--- src/assert_macros.svh ---
// assertion helpers used by lease_port_allocator_core
`ifndef ASSERT_MACROS_SVH
`define ASSERT_MACROS_SVH

// same-cycle implication, sampled on the rising clock, off during reset
`define LPA_ASSERT_NOW(lbl, clk, rst_n, ante, cons, msg) \
  lbl: assert property (@(posedge clk) disable iff (!rst_n) (ante) |-> (cons)) \
    else $error(msg);

// next-cycle implication, sampled on the rising clock, off during reset
`define LPA_ASSERT_NEXT(lbl, clk, rst_n, ante, cons, msg) \
  lbl: assert property (@(posedge clk) disable iff (!rst_n) (ante) |=> (cons)) \
    else $error(msg);

`endif

--- src/lpa_pkg.sv ---
// ----------------------------------------------------------------------------
// lpa_pkg
// shared types and constants of the lease port allocator
// ----------------------------------------------------------------------------
package lpa_pkg;

  localparam int LPA_TABLE_SIZE = 32;

  localparam logic [15:0] RANGE_FIRST_RST = 16'd54300;
  localparam logic [15:0] RANGE_LAST_RST  = 16'd54320;
  localparam logic [15:0] LEASE_LIMIT_RST = 16'd120;

  localparam int CFG_IDX_W = 2;
  localparam logic [CFG_IDX_W-1:0] CFG_RANGE_FIRST = 2'd0;
  localparam logic [CFG_IDX_W-1:0] CFG_RANGE_LAST  = 2'd1;
  localparam logic [CFG_IDX_W-1:0] CFG_LEASE_LIMIT = 2'd2;

  typedef enum logic [1:0] {
    OP_TICK   = 2'd0,
    OP_ALLOC  = 2'd1,
    OP_EXTEND = 2'd2,
    OP_VIEW   = 2'd3
  } op_t;

  typedef logic [30:0] pid_t;
  typedef logic [15:0] tag_t;
  typedef logic [15:0] port_t;
  typedef logic [31:0] secs_t;

  typedef struct packed {
    pid_t  pid;
    tag_t  tag;
    secs_t start;
    secs_t renew;
    logic  renewed;
    secs_t stamp;
  } entry_t;

  localparam int ENTRY_W = $bits(entry_t);

  typedef struct packed {
    logic  kind;
    port_t port_out;
    logic  ok;
    pid_t  pid_out;
    tag_t  tag_out;
    secs_t start_time;
    secs_t renew_time;
    logic  renewed;
    logic  expired;
    logic  last;
  } result_t;

endpackage

--- src/lpa_age.sv ---
// ----------------------------------------------------------------------------
// lpa_age
// lease age check: wrapping subtract and compare against the limit
// ----------------------------------------------------------------------------
module lpa_age (
  input  lpa_pkg::secs_t now,
  input  lpa_pkg::secs_t stamp,
  input  logic [15:0]    limit,
  output logic           expired
);
  import lpa_pkg::*;
  secs_t age;

  assign age     = now - stamp;
  assign expired = age > {16'd0, limit};
endmodule

--- config.mk ---
export PLATFORM = sky130hd
export DESIGN_NAME = lpa_age
export DESIGN_NICKNAME = d
export VERILOG_FILES = /design/src/assert_macros.svh /design/src/lpa_pkg.sv /design/src/lpa_age.sv
export SDC_FILE = /design/constraint.sdc
export NUM_CORES = 1
export LEC_CHECK = 0
export BUFFER_PORTS_ARGS = -buffer_cell sky130_fd_sc_hd__buf_2
export CELL_PAD_IN_SITES_DETAIL_PLACEMENT = 0
export CELL_PAD_IN_SITES_GLOBAL_PLACEMENT = 2
export CORE_MARGIN = 3
export CORE_UTILIZATION = 29
export DETAILED_ROUTE_END_ITERATION = 10
export PLACE_DENSITY_LB_ADDON = 0.1
export REMOVE_ABC_BUFFERS = 1
export SYNTH_ARGS = -nofsm -noshare
export SYNTH_HDL_FRONTEND = slang
export SYNTH_SLANG_ARGS = --single-unit
--- constraint.sdc ---
create_clock -name vclk -period 7.2
set_input_delay 1.08 -clock vclk [all_inputs]
set_output_delay 1.08 -clock vclk [all_outputs]
set_load 0.05 [all_outputs]
==> results.sh, run 1 <==
export IMPL_status="finished, final reports clean"
export IMPL_start_util_pct=30.1
export IMPL_synth_top_area_share_pct=26.8
export IMPL_critPathKind="primary input to output pin"
export IMPL_rsz0062_at_grt="no"
export IMPL_synth_most_common_cell="inv_1"
export IMPL_crit_arrival_ns=5.15
export IMPL_seqCellArea_um2=0
export IMPL_p_leak_nw=1.49
export IMPL_hold_slack_ns=2.73
export IMPL_ir_worst_vdd_mv=0.0257
export IMPL_worstPathBufferInverterCount=2
export IMPL_ys_seq_area_share_pct=0
export IMPL_synth_area_top_cells="ha_1, inv_1, a21oi_1"
export IMPL_yosys_warnings=0
export IMPL_critPathCaptureType="output pin"
export IMPL_port_buffers=81
export IMPL_tns_ns=0
export IMPL_post_cts_buffers=0
export IMPL_critical_path_top_delay_family="compound AO/OA/AOI/OAI gates"
export IMPL_syn_to_final_growth_pct=23.5
export IMPL_setup_viol=0
export IMPL_nets=537
export IMPL_core_um2=7290
export IMPL_hold_path_class="primary input to output pin"
export IMPL_ant_nets=0
export IMPL_grt_overflow=0
export IMPL_worst_slew_pin_slew_ns=0.353
export IMPL_period_share_pct=86.5
export IMPL_die_w_um=92.9
export IMPL_die_y_um=92.9
export IMPL_grt_max_degree=10
export IMPL_drv_cap=0
export IMPL_critPathMaxStageDelay_ns=0.40
export IMPL_wirelength_um=6270
export IMPL_pin_count=81
export IMPL_grt_pass1_wl_um=10600
export IMPL_crit_slowest_cell="a2111oi_0"
export IMPL_drt_initial_drc_count=89
export IMPL_critical_path_required_ns=6.12
export IMPL_drtPass1Iterations=4
export IMPL_drv_slew=0
export IMPL_grt_pass1_vias=2395
export IMPL_finalHoldViolations=0
export IMPL_avgSynthCellArea_um2=6.64
export IMPL_route_vias_total=2485
export IMPL_slew_headroom_pct=75.9
export IMPL_clock_fmax_mhz=161
export IMPL_num_rows=31
export IMPL_grt_antenna_before_repair=0
export IMPL_crit_top_cell="nand4_1"
export IMPL_synth_top_cells_by_count="inv_1, ha_1, a21oi_1, nand2_1"
export IMPL_power_density_nw_per_um2=86.7
export IMPL_gp_congestion=0.799
export IMPL_vias_per_cell=4.91
export IMPL_syn_area_um2=2190
export IMPL_synth_top_cell_by_area="ha_1"
export IMPL_cp_cell_sequence="buf_2 > ha_1 > a21oi_2 > o21ai_0 > and3_1 > nor2_1 > nand3_1 > a21o_1 > a31oi_1 > xnor2_1 > ha_1 > nand4_1 > nor3_1 > a2111oi_0 > a21oi_1 > a2111oi_0 > and3_1 > nand4_1 > nor4_1 > nand4_1 > buf_2"
export IMPL_cts_hold_buf=0
export IMPL_nClkBuffers=0
export IMPL_cts_resized=0
export IMPL_antenna_cells=0
export IMPL_synthCells=330
export IMPL_drc=0
export IMPL_dieArea_um2=8640
export IMPL_seq_cell_count=0
export IMPL_min_period_ns=6.23
export IMPL_avgRoutedWirePerCell_um=12.4
export IMPL_cp_start_kind="primary input"
export IMPL_layout_drive_gt1_share_pct=21.6
export IMPL_yosysUniqueCellTypes=49
export IMPL_cp_max_fo=6
export IMPL_grt_use_total_pct=14.1
export IMPL_hpwl_um=5560
export IMPL_fill_cells=848
[logic make-up after synthesis]
| family | after synthesis | share of synthesized area [%] |
|---|---|---|
| fa+ha+maj | 48 | 27.7 |
| simple gates | 96 | 22.2 |
| compound gates | 100 | 28.9 |
| mux | 2 | 0.970 |
| xor+xnor | 24 | 9.93 |
| buf+inv | 60 | 10.3 |
[path summary, 6_finish.rpt]
path,cells past startpoint,endpoint,from
hold / removal,5,expired,now[31]
setup / recovery,21,expired,now[6]
[cell type report]
type	instances	area, um2	share of cell area (%)
well taps	99	124	4.58
repair buffers	81	405	15.0
multi-input cells	270	1970	72.7
inverters	56	210	7.77
[through the flow]
stage | utilization, % | setup WS (ns) | cells | power, W | instance area, um2
global route | 37.1 | 0.298 | 506 | 0.000268 | 2710
global placement | 37.1 | 1.01 | 506 | 0.000236 | 2710
finish | 37.1 | 0.973 | 506 | 0.000235 | 2710
CTS | 37.1 | 0.947 | 506 | 0.000235 | 2710
floorplan | - | 1.34 | 326 | 0.000170 | 2180
detailed placement | 37.1 | 0.973 | 506 | 0.000233 | 2710
[report_power, final]
group          leakage [nW]  switching [W]  internal, W
logic                  1.49       0.000129     0.000106
registers                 0              0            0
clock network             0              0            0
[metal layers]
metal  share of wire (%)  global-route usage, %
met3                 6.2                  0.812
met5                   0                      0
met4                0.38                  0.488
met2                  42                   22.6
met1                  51                   21.7
[placed cells by master (no fill, tap or decap), types with 3 or more instances in the layout]
master	netlist	routed
nor4_1	3	3
nand4_1	14	14
inv_1	56	56
xnor2_1	13	13
buf_2	0	81
a211oi_1	3	3
a21oi_1	38	38
and2_1	3	3
xor2_1	10	10
a21o_1	11	11
nand2b_1	3	3
o21ai_0	17	17
a211o_1	3	3
ha_1	47	47
nor3_1	3	3
o21bai_1	4	4
nor2_1	17	17
nand2_1	25	25
a31oi_1	4	4
nor2b_1	3	3
nand3_1	13	13
Power figures use the tool's default switching activity.
==> run 2: changes to the inputs <==
Settings changed: CORE_ASPECT_RATIO set to 1.1.
==> results.sh, run 2 (synthesis results as in run 1) <==
export IMPL_grt_pass1_vias=2451
export IMPL_grt_overflow=0
export IMPL_status="finished, final reports clean"
export IMPL_cts_hold_buf=0
export IMPL_crit_start="now[0]"
export IMPL_layout_drive_gt1_share_pct=21.6
export IMPL_wirelength_um=6290
export IMPL_crit_slowest_cell="fa_1"
export IMPL_clock_fmax_mhz=161
export IMPL_critPathCaptureType="output pin"
export IMPL_setup_viol=0
export IMPL_grt_antenna_before_repair=0
export IMPL_worst_slew_pin_slew_ns=0.481
export IMPL_vias_per_cell=5.00
export IMPL_hold_start="now[31]"
export IMPL_p_leak_nw=1.49
export IMPL_period_share_pct=86.2
export IMPL_crit_arrival_ns=5.12
export IMPL_hold_slack_ns=2.72
export IMPL_cp_start_kind="primary input"
export IMPL_nets=537
export IMPL_gp_congestion=0.779
export IMPL_avgRoutedWirePerCell_um=12.8
export IMPL_critPathKind="primary input to output pin"
export IMPL_cts_resized=0
export IMPL_critical_path_required_ns=6.12
export IMPL_port_buffers=81
export IMPL_mostFrequentLayoutCell="buf_2"
export IMPL_ir_worst_vdd_mv=0.0238
export IMPL_pin_count=81
export IMPL_critical_path_top_delay_family="compound AO/OA/AOI/OAI gates"
export IMPL_multi_input_area_um2=1970
export IMPL_fill_cells=819
export IMPL_drt_initial_drc_count=54
export IMPL_power_density_nw_per_um2=86.7
export IMPL_final_cell_mix="buf_2, inv_1, ha_1, a21oi_1, nand2_1"
export IMPL_min_period_ns=6.20
export IMPL_crit_top_cell="nand4_1"
export IMPL_grt_pass1_wl_um=10400
export IMPL_grt_use_total_pct=14.1
export IMPL_tns_ns=0
export IMPL_dieArea_um2=8640
export IMPL_drc=0
export IMPL_seq_cell_count=0
export IMPL_route_vias_total=2458
export IMPL_drv_slew=0
export IMPL_hold_path_class="primary input to output pin"
export IMPL_slew_headroom_pct=67.7
export IMPL_finalHoldViolations=0
export IMPL_drtPass1Iterations=4
export IMPL_drv_cap=0
export IMPL_cp_max_fo=3
export IMPL_critPathMaxStageDelay_ns=0.40
export IMPL_worstPathBufferInverterCount=3
export IMPL_pre_cts_slack_ns=0.996
export IMPL_hpwl_um=5620
export IMPL_core_um2=7170
export IMPL_grt_max_degree=10
export IMPL_ant_nets=0
export IMPL_nClkBuffers=0
export IMPL_num_rows=32
export IMPL_cp_cell_sequence="buf_2 > inv_1 > ha_1 > fa_1 > nand2b_1 > a21oi_1 > nor2_1 > o21ai_0 > a31oi_1 > xnor2_1 > ha_1 > nand4_1 > nor3_1 > a2111oi_0 > a21oi_1 > a2111oi_0 > and3_1 > nand4_1 > nor4_1 > nand4_1 > buf_2"
export IMPL_post_cts_buffers=0
export IMPL_start_util_pct=30.6
export IMPL_seqCellArea_um2=0
export IMPL_rsz0062_at_grt="no"
export IMPL_syn_to_final_growth_pct=22.7
export IMPL_postLayoutSetupSlackWorst_ns=0.995
export IMPL_die_y_um=97.2
export IMPL_antenna_cells=0
export IMPL_die_w_um=88.9
==> run 2: cell counts in the layout (fill, tap and decap cells not counted) <==
Identical to the previous run, type by type.
==> run 2: metal layers <==
layer	global-route usage, %	vias to the layer above	wire, um
met5	0	-	0
met4	1.28	0	70
met3	0.339	6	235
met2	24.7	56	2900
met1	19.7	1071	3090
li1	-	1325	-
==> run 2: path summary, 6_finish.rpt <==
check	end	cells after the start
worst max-delay path	expired	21
worst min-delay path	expired	5
==> run 2: layout make-up <==
type | instances | share of cell area (%)
multi-input combinational | 270 | 73.2
timing repair buffer | 81 | 15.1
inverter | 56 | 7.82
tap | 85 | 3.96
==> run 2: worst min-delay path, cell delays in order <==
cell and delay [ns]:
buf_2 0.08, xor2_1 0.09, nand3_1 0.09, nand4_1 0.09
buf_2 0.21
==> run 2: report_power, final <==
part | internal (W) | switching [W] | leakage, nW | total [W]
Combinational | 0.000106 | 0.000127 | 1.49 | 0.000233
Clock | 0 | 0 | 0 | 0
Sequential | 0 | 0 | 0 | 0
Total | 0.000106 | 0.000127 | 1.49 | 0.000233
==> run 2: stage by stage <==
stage / area (um2) / cells / utilization (%) / power [W]
2_1_floorplan: 2180 / 326 / - / 0.000170
3_3_place_gp: 2690 / 492 / 37.5 / 0.000235
3_5_place_dp: 2690 / 492 / 37.5 / 0.000234
4_1_cts: 2690 / 492 / 37.5 / 0.000236
5_1_grt: 2690 / 492 / 37.5 / 0.000269
6_report: 2690 / 492 / 37.5 / 0.000233
